## src/ihgb_pkg.sv

```systemverilog
// Shared types and constants of the Irwin-Hall Gaussian binner.
package ihgb_pkg;

  localparam int unsigned NUM_BINS_DEF  = 21;
  localparam int unsigned SUM_TERMS_DEF = 12;

  localparam int unsigned SEED_W    = 32;
  localparam int unsigned VAL_W     = 36;
  localparam int unsigned BW_W      = 35;
  localparam int unsigned IDX_OUT_W = 5;
  localparam int unsigned CFG_AW    = 2;

  localparam logic [SEED_W-1:0] DEFAULT_SEED = 32'h854329A5;

  localparam logic [CFG_AW-1:0] CFG_SEED      = 2'd0;
  localparam logic [CFG_AW-1:0] CFG_RANGE_MIN = 2'd1;
  localparam logic [CFG_AW-1:0] CFG_RANGE_MAX = 2'd2;
  localparam logic [CFG_AW-1:0] CFG_BIN_WIDTH = 2'd3;

  localparam logic [VAL_W-1:0] RANGE_MIN_RST = 36'hA00000000;
  localparam logic [VAL_W-1:0] RANGE_MAX_RST = 36'h600000000;
  localparam logic [BW_W-1:0]  BIN_WIDTH_RST = 35'd2454267026;

  typedef struct packed {
    logic start;
    logic gen;
    logic sat;
    logic cmp;
    logic div;
    logic mul;
    logic ctr;
    logic out_load;
  } cmd_t;

endpackage

```

## src/irwin_hall_gaussian_binner_core.sv

```systemverilog
// Top level of the Irwin-Hall Gaussian binner.
// Each accepted word runs through the one-step-per-cycle generator sweep and the
// restoring bin divider. A new word is accepted only while the sequencer is idle;
// a finished word waits in the output register while the next one runs, and that
// next word holds before its own output load until the output register is free.
// Reset (synchronous, rst_n low) restores register defaults and the generator seed.
module irwin_hall_gaussian_binner_core #(
  parameter int unsigned NUM_BINS  = ihgb_pkg::NUM_BINS_DEF,
  parameter int unsigned SUM_TERMS = ihgb_pkg::SUM_TERMS_DEF
) (
  input  logic                           clk,
  input  logic                           rst_n,
  input  logic                           cfg_we,
  input  logic [ihgb_pkg::CFG_AW-1:0]    cfg_index,
  input  logic [ihgb_pkg::VAL_W-1:0]     cfg_wdata,
  input  logic                           in_valid,
  output logic                           in_ready,
  input  logic                           in_restart,
  output logic                           out_valid,
  input  logic                           out_ready,
  output logic [ihgb_pkg::VAL_W-1:0]     out_sample,
  output logic [ihgb_pkg::IDX_OUT_W-1:0] out_bin_slot,
  output logic [ihgb_pkg::VAL_W-1:0]     out_bin_center
);

  ihgb_pkg::cmd_t cmd;

  ihgb_ctrl #(
    .NUM_BINS (NUM_BINS),
    .SUM_TERMS(SUM_TERMS)
  ) u_ctrl (
    .clk      (clk),
    .rst_n    (rst_n),
    .in_valid (in_valid),
    .in_ready (in_ready),
    .out_valid(out_valid),
    .out_ready(out_ready),
    .cmd      (cmd)
  );

  ihgb_dp #(
    .NUM_BINS (NUM_BINS),
    .SUM_TERMS(SUM_TERMS)
  ) u_dp (
    .clk           (clk),
    .rst_n         (rst_n),
    .cfg_we        (cfg_we),
    .cfg_index     (cfg_index),
    .cfg_wdata     (cfg_wdata),
    .in_restart    (in_restart),
    .cmd           (cmd),
    .out_sample    (out_sample),
    .out_bin_slot  (out_bin_slot),
    .out_bin_center(out_bin_center)
  );

endmodule

```

## src/ihgb_ctrl.sv

```systemverilog
// Sequencer that steps the binner datapath through one word.
module ihgb_ctrl #(
  parameter int unsigned NUM_BINS  = ihgb_pkg::NUM_BINS_DEF,
  parameter int unsigned SUM_TERMS = ihgb_pkg::SUM_TERMS_DEF
) (
  input  logic           clk,
  input  logic           rst_n,
  input  logic           in_valid,
  output logic           in_ready,
  output logic           out_valid,
  input  logic           out_ready,
  output ihgb_pkg::cmd_t cmd
);

  localparam int unsigned IW   = $clog2(NUM_BINS);
  localparam int unsigned MAXC = (SUM_TERMS > IW + 1) ? SUM_TERMS : IW + 1;
  localparam int unsigned CW   = $clog2(MAXC);

  typedef enum logic [7:0] {
    S_IDLE = 8'b00000001,
    S_GEN  = 8'b00000010,
    S_SAT  = 8'b00000100,
    S_CMP  = 8'b00001000,
    S_DIV  = 8'b00010000,
    S_MUL  = 8'b00100000,
    S_CTR  = 8'b01000000,
    S_DONE = 8'b10000000
  } state_t;

  state_t          state_r, state_nxt;
  logic [CW-1:0]   cnt_r, cnt_nxt;
  logic            out_valid_r, out_valid_nxt;

  always_comb begin
    state_nxt = state_r;
    cnt_nxt   = cnt_r;
    cmd       = '0;
    in_ready  = 1'b0;
    unique case (state_r)
      S_IDLE: begin
        in_ready = 1'b1;
        if (in_valid) begin
          cmd.start = 1'b1;
          cnt_nxt   = CW'(SUM_TERMS - 1);
          state_nxt = S_GEN;
        end
      end
      S_GEN: begin
        cmd.gen = 1'b1;
        if (cnt_r == '0) begin
          state_nxt = S_SAT;
        end else begin
          cnt_nxt = cnt_r - 1'b1;
        end
      end
      S_SAT: begin
        cmd.sat   = 1'b1;
        state_nxt = S_CMP;
      end
      S_CMP: begin
        cmd.cmp   = 1'b1;
        cnt_nxt   = CW'(IW);
        state_nxt = S_DIV;
      end
      S_DIV: begin
        cmd.div = 1'b1;
        if (cnt_r == '0) begin
          state_nxt = S_MUL;
        end else begin
          cnt_nxt = cnt_r - 1'b1;
        end
      end
      S_MUL: begin
        cmd.mul   = 1'b1;
        state_nxt = S_CTR;
      end
      S_CTR: begin
        cmd.ctr   = 1'b1;
        state_nxt = S_DONE;
      end
      S_DONE: begin
        if (!out_valid_r || out_ready) begin
          cmd.out_load = 1'b1;
          state_nxt    = S_IDLE;
        end
      end
      default: begin
        state_nxt = S_IDLE;
      end
    endcase
  end

  always_comb begin
    if (cmd.out_load) begin
      out_valid_nxt = 1'b1;
    end else if (out_ready) begin
      out_valid_nxt = 1'b0;
    end else begin
      out_valid_nxt = out_valid_r;
    end
  end

  always_ff @(posedge clk) begin
    if (!rst_n) begin
      state_r     <= S_IDLE;
      cnt_r       <= '0;
      out_valid_r <= 1'b0;
    end else begin
      state_r     <= state_nxt;
      cnt_r       <= cnt_nxt;
      out_valid_r <= out_valid_nxt;
    end
  end

  assign out_valid = out_valid_r;

  a_start_gen: assert property (@(posedge clk) disable iff (!rst_n)
    (in_valid && in_ready) |=> (state_r == S_GEN && cnt_r == CW'(SUM_TERMS - 1)))
    else $error("accepted word did not start the generator sweep");

  a_gen_cnt: assert property (@(posedge clk) disable iff (!rst_n)
    (state_r == S_GEN) |-> (cnt_r <= CW'(SUM_TERMS - 1)))
    else $error("generator step count out of range");

  a_div_cnt: assert property (@(posedge clk) disable iff (!rst_n)
    (state_r == S_DIV) |-> (cnt_r <= CW'(IW)))
    else $error("divider step count out of range");

  a_done_load: assert property (@(posedge clk) disable iff (!rst_n)
    (state_r == S_DONE && (!out_valid_r || out_ready)) |=>
      (out_valid_r && state_r == S_IDLE))
    else $error("finished word was not presented");

endmodule

```

## src/ihgb_dp.sv

```systemverilog
// Datapath of the binner: configuration, generator, accumulator, divider and center.
module ihgb_dp #(
  parameter int unsigned NUM_BINS  = ihgb_pkg::NUM_BINS_DEF,
  parameter int unsigned SUM_TERMS = ihgb_pkg::SUM_TERMS_DEF
) (
  input  logic                           clk,
  input  logic                           rst_n,
  input  logic                           cfg_we,
  input  logic [ihgb_pkg::CFG_AW-1:0]    cfg_index,
  input  logic [ihgb_pkg::VAL_W-1:0]     cfg_wdata,
  input  logic                           in_restart,
  input  ihgb_pkg::cmd_t                 cmd,
  output logic [ihgb_pkg::VAL_W-1:0]     out_sample,
  output logic [ihgb_pkg::IDX_OUT_W-1:0] out_bin_slot,
  output logic [ihgb_pkg::VAL_W-1:0]     out_bin_center
);

  localparam int unsigned VW  = ihgb_pkg::VAL_W;
  localparam int unsigned BW  = ihgb_pkg::BW_W;
  localparam int unsigned GW  = ihgb_pkg::SEED_W;
  localparam int unsigned IW  = $clog2(NUM_BINS);
  localparam int unsigned QW  = IW + 1;
  localparam int unsigned DVW = BW + IW;
  localparam int unsigned SW  = GW + $clog2(SUM_TERMS + 1);
  localparam int unsigned EW  = (SW + 1 > VW + 1) ? SW + 1 : VW + 1;
  localparam int unsigned PW  = QW + BW;
  localparam int unsigned TW  = PW + 2;
  localparam int unsigned HW  = TW - 1;

  localparam logic [EW-1:0] OFFSET = EW'(64'(SUM_TERMS) << 31);
  localparam logic [VW-1:0] POS_SAT = {1'b0, {(VW-1){1'b1}}};
  localparam logic [VW-1:0] NEG_SAT = {1'b1, {(VW-1){1'b0}}};

  function automatic logic [GW-1:0] advance(input logic [GW-1:0] x);
    logic [GW-1:0] y;
    y = x ^ (x << 13);
    y = y ^ (y >> 17);
    y = y ^ (y << 5);
    return y;
  endfunction

  logic [GW-1:0]  seed_r;
  logic [VW-1:0]  lo_r, hi_r;
  logic [BW-1:0]  bw_r;
  logic [GW-1:0]  gen_r, gen_nxt;
  logic [SW-1:0]  sum_r;
  logic [VW-1:0]  sample_r;
  logic           below_r, above_r;
  logic [VW-1:0]  rem_r;
  logic [DVW-1:0] dvs_r;
  logic [QW-1:0]  q_r;
  logic [IW-1:0]  idx_r;
  logic [PW-1:0]  prod_r;
  logic [VW-1:0]  ctr_r;

  logic [EW-1:0]  smp_wide;
  logic           smp_fits;
  logic [VW-1:0]  smp_sat;
  logic [VW:0]    diff;
  logic [DVW-1:0] rem_ext;
  logic           ge;
  logic [IW-1:0]  idx_sel;
  logic [TW-1:0]  tot;
  logic [HW-1:0]  half;
  logic           ctr_fits;
  logic [VW-1:0]  ctr_sat;

  always_ff @(posedge clk) begin
    if (!rst_n) begin
      seed_r <= '0;
      lo_r   <= ihgb_pkg::RANGE_MIN_RST;
      hi_r   <= ihgb_pkg::RANGE_MAX_RST;
      bw_r   <= ihgb_pkg::BIN_WIDTH_RST;
    end else if (cfg_we) begin
      unique case (cfg_index)
        ihgb_pkg::CFG_SEED:      seed_r <= cfg_wdata[GW-1:0];
        ihgb_pkg::CFG_RANGE_MIN: lo_r   <= cfg_wdata;
        ihgb_pkg::CFG_RANGE_MAX: hi_r   <= cfg_wdata;
        ihgb_pkg::CFG_BIN_WIDTH: bw_r   <= cfg_wdata[BW-1:0];
        default: ;
      endcase
    end
  end

  assign gen_nxt = advance(gen_r);

  always_ff @(posedge clk) begin
    if (!rst_n) begin
      gen_r <= ihgb_pkg::DEFAULT_SEED;
    end else if (cmd.start && in_restart) begin
      gen_r <= (seed_r != '0) ? seed_r : ihgb_pkg::DEFAULT_SEED;
    end else if (cmd.gen) begin
      gen_r <= gen_nxt;
    end
  end

  assign smp_wide = EW'(sum_r) - OFFSET;
  assign smp_fits = (&smp_wide[EW-1:VW-1]) || !(|smp_wide[EW-1:VW-1]);
  assign smp_sat  = smp_fits ? smp_wide[VW-1:0] : (smp_wide[EW-1] ? NEG_SAT : POS_SAT);

  assign diff    = {sample_r[VW-1], sample_r} - {lo_r[VW-1], lo_r};
  assign rem_ext = DVW'(rem_r);
  assign ge      = rem_ext >= dvs_r;

  always_comb begin
    if (below_r) begin
      idx_sel = '0;
    end else if (above_r || q_r >= QW'(NUM_BINS)) begin
      idx_sel = IW'(NUM_BINS - 1);
    end else begin
      idx_sel = q_r[IW-1:0];
    end
  end

  assign tot      = {{(TW-VW-1){lo_r[VW-1]}}, lo_r, 1'b0} + {2'b00, prod_r};
  assign half     = tot[TW-1:1];
  assign ctr_fits = (&half[HW-1:VW-1]) || !(|half[HW-1:VW-1]);
  assign ctr_sat  = ctr_fits ? half[VW-1:0] : (half[HW-1] ? NEG_SAT : POS_SAT);

  always_ff @(posedge clk) begin
    if (cmd.start) begin
      sum_r <= '0;
    end else if (cmd.gen) begin
      sum_r <= sum_r + SW'(gen_nxt);
    end
    if (cmd.sat) begin
      sample_r <= smp_sat;
    end
    if (cmd.cmp) begin
      below_r <= $signed(sample_r) < $signed(lo_r);
      above_r <= $signed(sample_r) >= $signed(hi_r);
      rem_r   <= diff[VW-1:0];
      dvs_r   <= {bw_r, {IW{1'b0}}};
      q_r     <= '0;
    end else if (cmd.div) begin
      if (ge) begin
        rem_r <= VW'(rem_ext - dvs_r);
      end
      q_r   <= {q_r[QW-2:0], ge};
      dvs_r <= dvs_r >> 1;
    end
    if (cmd.mul) begin
      idx_r  <= idx_sel;
      prod_r <= PW'({idx_sel, 1'b1}) * PW'(bw_r);
    end
    if (cmd.ctr) begin
      ctr_r <= ctr_sat;
    end
    if (cmd.out_load) begin
      out_sample     <= sample_r;
      out_bin_slot   <= ihgb_pkg::IDX_OUT_W'(idx_r);
      out_bin_center <= ctr_r;
    end
  end

endmodule

```

## config.mk

```make
export PLATFORM = sky130hd
export DESIGN_NAME = irwin_hall_gaussian_binner_core
export DESIGN_NICKNAME = d
export VERILOG_FILES = /design/src/ihgb_pkg.sv /design/src/irwin_hall_gaussian_binner_core.sv /design/src/ihgb_ctrl.sv /design/src/ihgb_dp.sv
export SDC_FILE = /design/constraint.sdc
export NUM_CORES = 1
export LEC_CHECK = 0
export ABC_AREA = 0
export BUFFER_PORTS_ARGS = -buffer_cell sky130_fd_sc_hd__buf_2
export CORE_MARGIN = 2
export CORE_UTILIZATION = 50
export DETAILED_ROUTE_END_ITERATION = 7
export PLACE_DENSITY = 0.69
export SETUP_SLACK_MARGIN = 0.5
export SLEW_MARGIN = 20
export SYNTH_ARGS = -nofsm -noshare
export SYNTH_HDL_FRONTEND = slang
export SYNTH_SLANG_ARGS = --single-unit
```

## constraint.sdc

```tcl
create_clock -name clk -period 18.45 [get_ports clk]
set_input_delay 0.9225 -clock clk [delete_from_list [all_inputs] [get_ports clk]]
set_output_delay 0.9225 -clock clk [all_outputs]
set_load 0.01 [all_outputs]
```

After elaboration in Yosys (flattened, before gate mapping) --
Cells that the tools add are included.
Word-level totals: memory bits (read-only) 0, memories 0, latch bits 0, register bits 499, input bits 44, output and inout bits 79, RAM bits 0
Cells by class: $lt $le $gt $ge 4, reductions and logical operators 28, shifts and indexed selects 0, divide/modulo/power cells 0, $mul 1, equality and inequality tests 16, bitwise logic cells 3, add/subtract/negate cells 6, multiplexer cells 35
Operators by type and width (count):
- two-way mux 36 bit | 7
- two-way mux 32 bit | 3
- two-way mux 40 bit | 2
- subtractor 36 bit | 2
- one-hot mux 8 bit (8 select lines) | 1
- bitwise XOR 32 bit | 2
- adder 37 x 42 -> 43 bit | 1
- multiplier 6 x 35 -> 41 bit | 1
- >= comparator 36 x 40 -> 1 bit | 1
- subtractor 36 x 35 -> 37 bit, second input constant | 1
- adder 36 x 32 -> 36 bit | 1
- >= comparator 36 bit | 1
- < comparator 36 bit | 1
- two-way mux 8 bit | 4
- nonzero test 32 bit | 1
- bitwise XOR 32 x 15 -> 32 bit | 1
- two-way mux 1 bit | 13
- one-hot mux 4 bit (3 select lines) | 1
- AND reduction 2 bit | 6
- two-way mux 5 bit | 2
- == test 8 x 1 -> 1 bit, second input constant | 1
- == test 8 x 2 -> 1 bit, second input constant | 1
- == test 8 x 3 -> 1 bit, second input constant | 1
- == test 8 x 4 -> 1 bit, second input constant | 1
- 23 further kinds | 37

Longest topological paths before layout --
depth after elaboration 5, depth in mapped cells 22

By module --
Synthesis repeated with hierarchy kept, for this count alone.
Second synthesis, totals: cell total of the unflattened synthesis 3709, area, all modules 34266.6 sq um
By module, submodules not included:
- ihgb_dp | area each 33417.0 sq um, instances 1, cells each 3609
- ihgb_ctrl | area each 849.6 sq um, instances 1, cells each 100

Worst setup path before layout --
OpenSTA, ideal clock, no wires.
path kind register -> register, from register u_dp.above_r, to register u_dp.prod_r[39] (data pin), cell stages (with the launch flop) 21, slack 12.141 ns, buffers on the path 1, period minus slack after synthesis 6.309 ns, arrival time 6.051 ns, path through edfxtp_1 a2111oi_0 nor2_1 clkbuf_1 and2_1 fa_1 fa_1 inv_1 fa_1 inv_1 ha_1 a2111oi_0 o21ai_0 a221oi_1 nor3_1 or3_1 o32ai_1 o21ai_0 o311ai_0 nand2b_1 xor2_1
Between the ends: longest elaborated chain between the ends 4
Ends and longest elaborated chain:
- start: declaration | line ihgb_dp.sv:48 | logic below_r, above_r;
- start signal: assignment | line ihgb_dp.sv:131 | above_r <= $signed(sample_r) >= $signed(hi_r);
- logical OR 1 bit | line ihgb_dp.sv:108 | end else if (above_r || q_r >= QW'(NUM_BINS)) begin
- two-way mux 5 bit | line ihgb_dp.sv:108
- two-way mux 5 bit | line ihgb_dp.sv:106 | if (below_r) begin
- multiplier 6 x 35 -> 41 bit | line ihgb_dp.sv:144 | prod_r <= PW'({idx_sel, 1'b1}) * PW'(bw_r);
- end signal: assignment | line ihgb_dp.sv:144
- end: declaration | line ihgb_dp.sv:53 | logic [PW-1:0] prod_r;
No other way between the ends. A chain may end at the register's enable or synchronous reset.

Worst setup path after layout --
from register u_dp.below_r, to register u_dp.prod_r[39] (data pin)
Between the ends: longest elaborated chain between the ends 2
Ends and longest elaborated chain:
- start: declaration | line ihgb_dp.sv:48
- start signal: assignment | line ihgb_dp.sv:130 | below_r <= $signed(sample_r) < $signed(lo_r);
- two-way mux 5 bit | line ihgb_dp.sv:106
- multiplier 6 x 35 -> 41 bit | line ihgb_dp.sv:144
No other way between the ends.

==> flow_metrics.tcl <==
set metrics [dict create \
    status "complete, no violations" \
    cts_max_path_buffers 3 \
    die_w_um 263 \
    synthesis.area_um2 33400 \
    skew_ns 0.0621 \
    crit_path_start "u_dp.below_r$_DFFE_PP_" \
    vias 26500 \
    yosysUniqueCellTypes 83 \
    p_int_mw 2.14 \
    tightest_slew_ns 1.08 \
    hold_violations 0 \
    cts_sinks 498 \
    drcViolationCount 0 \
    finalWorstSetupSlack_ns 11.35 \
    synth_top_cell_area_share_pct 24.0 \
    worstSetupPathType "flop to flop" \
    num_io_pins 123 \
    placeableCoreArea_um2 66000 \
    cts_root_buffer "clkbuf_16" \
    maxCapViolCount 0 \
    totalWireLength_um 92100 \
    antenna_left 0 \
    cts_hold_buf 0 \
    setup-tns-final_ns 0 \
    p_comb_share_pct 20.7 \
    power_frac_clock_pct 38.2 \
    rsz0062_at_grt "false" \
    cts_buffers 55 \
    synthArstFlopShare_pct 0 \
    drt-met1-wl_um 41400 \
    max_freq_mhz 141 \
    final_common_cell "nand2_1" \
    crit_arrival_ns 7.44 \
    swShare_pct 29.7 \
    p_sw_mw 0.905 \
    ys_warn_count 0 \
    slew_violations 0 \
    start_kind "flop" \
    p_seq_share_pct 41.1 \
    grt_use_total_pct 26.1 \
    synth_largest_area_cell "edfxtp_1" \
    synth_edf_count 267 \
    synth-seq-cells 498 \
    fp-row-count 94 \
    hold_path.startpoint "u_dp.ctr_r[26]$_DFFE_PP_" \
    hold_path_class "flop to flop" \
    wl_per_cell_um 19.9 \
    worstPathMaxFanout 26 \
    die_area_um2 69000 \
    endpoint_kind "flop" \
    synth_nets 4051 \
    cp.required_ns 18.80 \
    wl_met2_um 40200 \
    syn-instance-count 3638 \
    grt_pass1_wl_um 141000 \
    setup_viol 0 \
    antenna_found_initial 3 \
    final_cell_mix "nand2_1 (518), inv_1 (365), a21oi_1 (283), edfxtp_1 (267), ha_1 (232)" \
    synth_ff_type "edfxtp_1" \
    topRoutingLayerUsed "met5" \
    initial_core_util_pct 50.7 \
    dieHeight_um 263 \
    peakVddDrop_mv 0.0876 \
    r2r-start "u_dp.below_r$_DFFE_PP_" \
    port_buffers 122 \
    syn_avg_cell_area_um2 9.19 \
    num_antenna_cells 0 \
    grt_overflow_total 0 \
    wl_met3_um 7040 \
    worstSkewPairLatency_ns 0.65 \
    seq_area_frac_synth_pct 37.8 \
    drive_gt1_share_pct 8.26 \
    grt_pass1_vias 24200 \
    fin_crit_sh_pct 38.5 \
    h-tree-depth 2 \
    drt-initial-drc-count 2921 \
    area_growth_pct 9.99 \
    finalWorstPathRequiredPeriod_ns 7.10 \
    viasPerCell 5.75 \
    slew_headroom_pct 27.4 \
    netlist_top_cells_area "edfxtp_1 (24%), dfxtp_1 (14%), ha_1 (8.7%)" \
    cts_setup_buffers 0 \
    powerDensity_nw_per_um2 82.7 \
    dr.pass1.iters 6 \
    cts_tree "done" \
    gp_congestion 0.928 \
    layout.nets 4120 \
    leakagePower_nw 15.1 \
    ctsResizeCount 0 \
    clk_pin_slew_ns 0.06 \
    grt_max_degree 97 \
    preCtsSetupSlack_ns 11.19 \
    dp_hpwl_um 69700 \
]
routing by layer:
metal | track usage (%) | vias up
li1 | - | 12700
met1 | 37.8 | 12700
met2 | 39.7 | 924
met3 | 3.65 | 176
met4 | 9.38 | 2
met5 | 0 | -
registers in the layout, indices dropped and copies added (netlist names), 36 cells and up:
| signal | count |
|---|---|
| u_dp.out_sample | 36 |
| u_dp.rem_r | 36 |
| u_dp.prod_r | 40 |
| u_dp.lo_r | 36 |
| u_dp.sample_r | 36 |
| u_dp.hi_r | 36 |
| u_dp.dvs_r | 40 |
| u_dp.ctr_r | 36 |
| u_dp.out_bin_center | 36 |
| u_dp.sum_r | 36 |
worst paths after layout:
| path | cells past startpoint | end | slack, ns |
|---|---|---|---|
| min reg2reg | 0 | u_dp.out_bin_center[26]$_DFFE_PP_ | 0.39 |
| min | 0 | u_dp.out_bin_center[26]$_DFFE_PP_ | 0.39 |
| max reg2reg | 21 | u_dp.prod_r[39]$_DFFE_PP_ | 11.35 |
| max | 21 | u_dp.prod_r[39]$_DFFE_PP_ | 11.35 |
cells by family after synthesis:
kind of cell | Yosys count | synth area share (%)
and+or+nand+nor | 1091 | 15.1
AOI/OAI and AO/OA | 945 | 18.4
buffers and inverters | 507 | 5.78
DFF | 498 | 37.8
adders and majority gates | 369 | 16.9
xor gates and xnor gates | 222 | 5.82
muxes | 6 | 0.183
synth_stat cells, drive strengths merged (30+ instances only):
master  instances
nand4          34
o211ai         30
nand2         519
clkbuf        122
a21o           95
nand3          44
and2          146
xnor2         130
a21boi        138
a21oi         314
xor2           92
o21ai         167
nor2          168
inv           367
a211oi         31
edfxtp        267
fa            137
dfxtp         231
nor3           44
ha            232
critical path: stages, from the launching register on:
cell and delay (ns):
edfxtp_1 0.58, nor3_1 0.24, nand2_1 0.24, nor2_2 0.38
buf_4 0.34, and2_1 0.19, fa_1 0.44, fa_1 0.50
inv_1 0.05, fa_1 0.53, inv_1 0.04, ha_1 0.36
a2111oi_0 0.40, o21ai_0 0.20, a221oi_1 0.39, nor3_1 0.09
or3_1 0.43, o32ai_1 0.51, o21ai_0 0.27, o311ai_0 0.36
nand2b_1 0.11, xor2_1 0.14
layout make-up:
cell class	instances	area [µm²]
fill	5909	29200
multi-input combinational	2633	18900
sequential	498	12600
clock buffer	72	1540
inverter	368	1380
tap	864	1080
timing repair buffer	151	831
clock inverter	30	369
per-stage QoR:
step | power [mW] | utilization, % | std cells | hold slack (ns) | instance area (µm²)
after floorplan | 1.73 | - | 3638 | 0.400 | 33400
after global placement | 1.89 | 52.8 | 4514 | 0.401 | 34900
after detailed placement | 1.89 | 52.8 | 4514 | 0.405 | 34900
after CTS | 3.05 | 55.7 | 4616 | 0.391 | 36800
after global routing | 3.17 | 55.7 | 4616 | 0.403 | 36800
final | 3.04 | 55.7 | 4616 | 0.395 | 36800
power groups by stage:
| stage | clock network [mW] | registers [mW] | logic [mW] |
|---|---|---|---|
| after floorplan | 0 | 1.25 | 0.478 |
| after global placement | 0 | 1.27 | 0.615 |
| after detailed placement | 0 | 1.27 | 0.618 |
| after CTS | 1.18 | 1.25 | 0.622 |
| after global routing | 1.22 | 1.25 | 0.697 |
| final | 1.16 | 1.25 | 0.629 |
(Power assumes the default switching activity.)
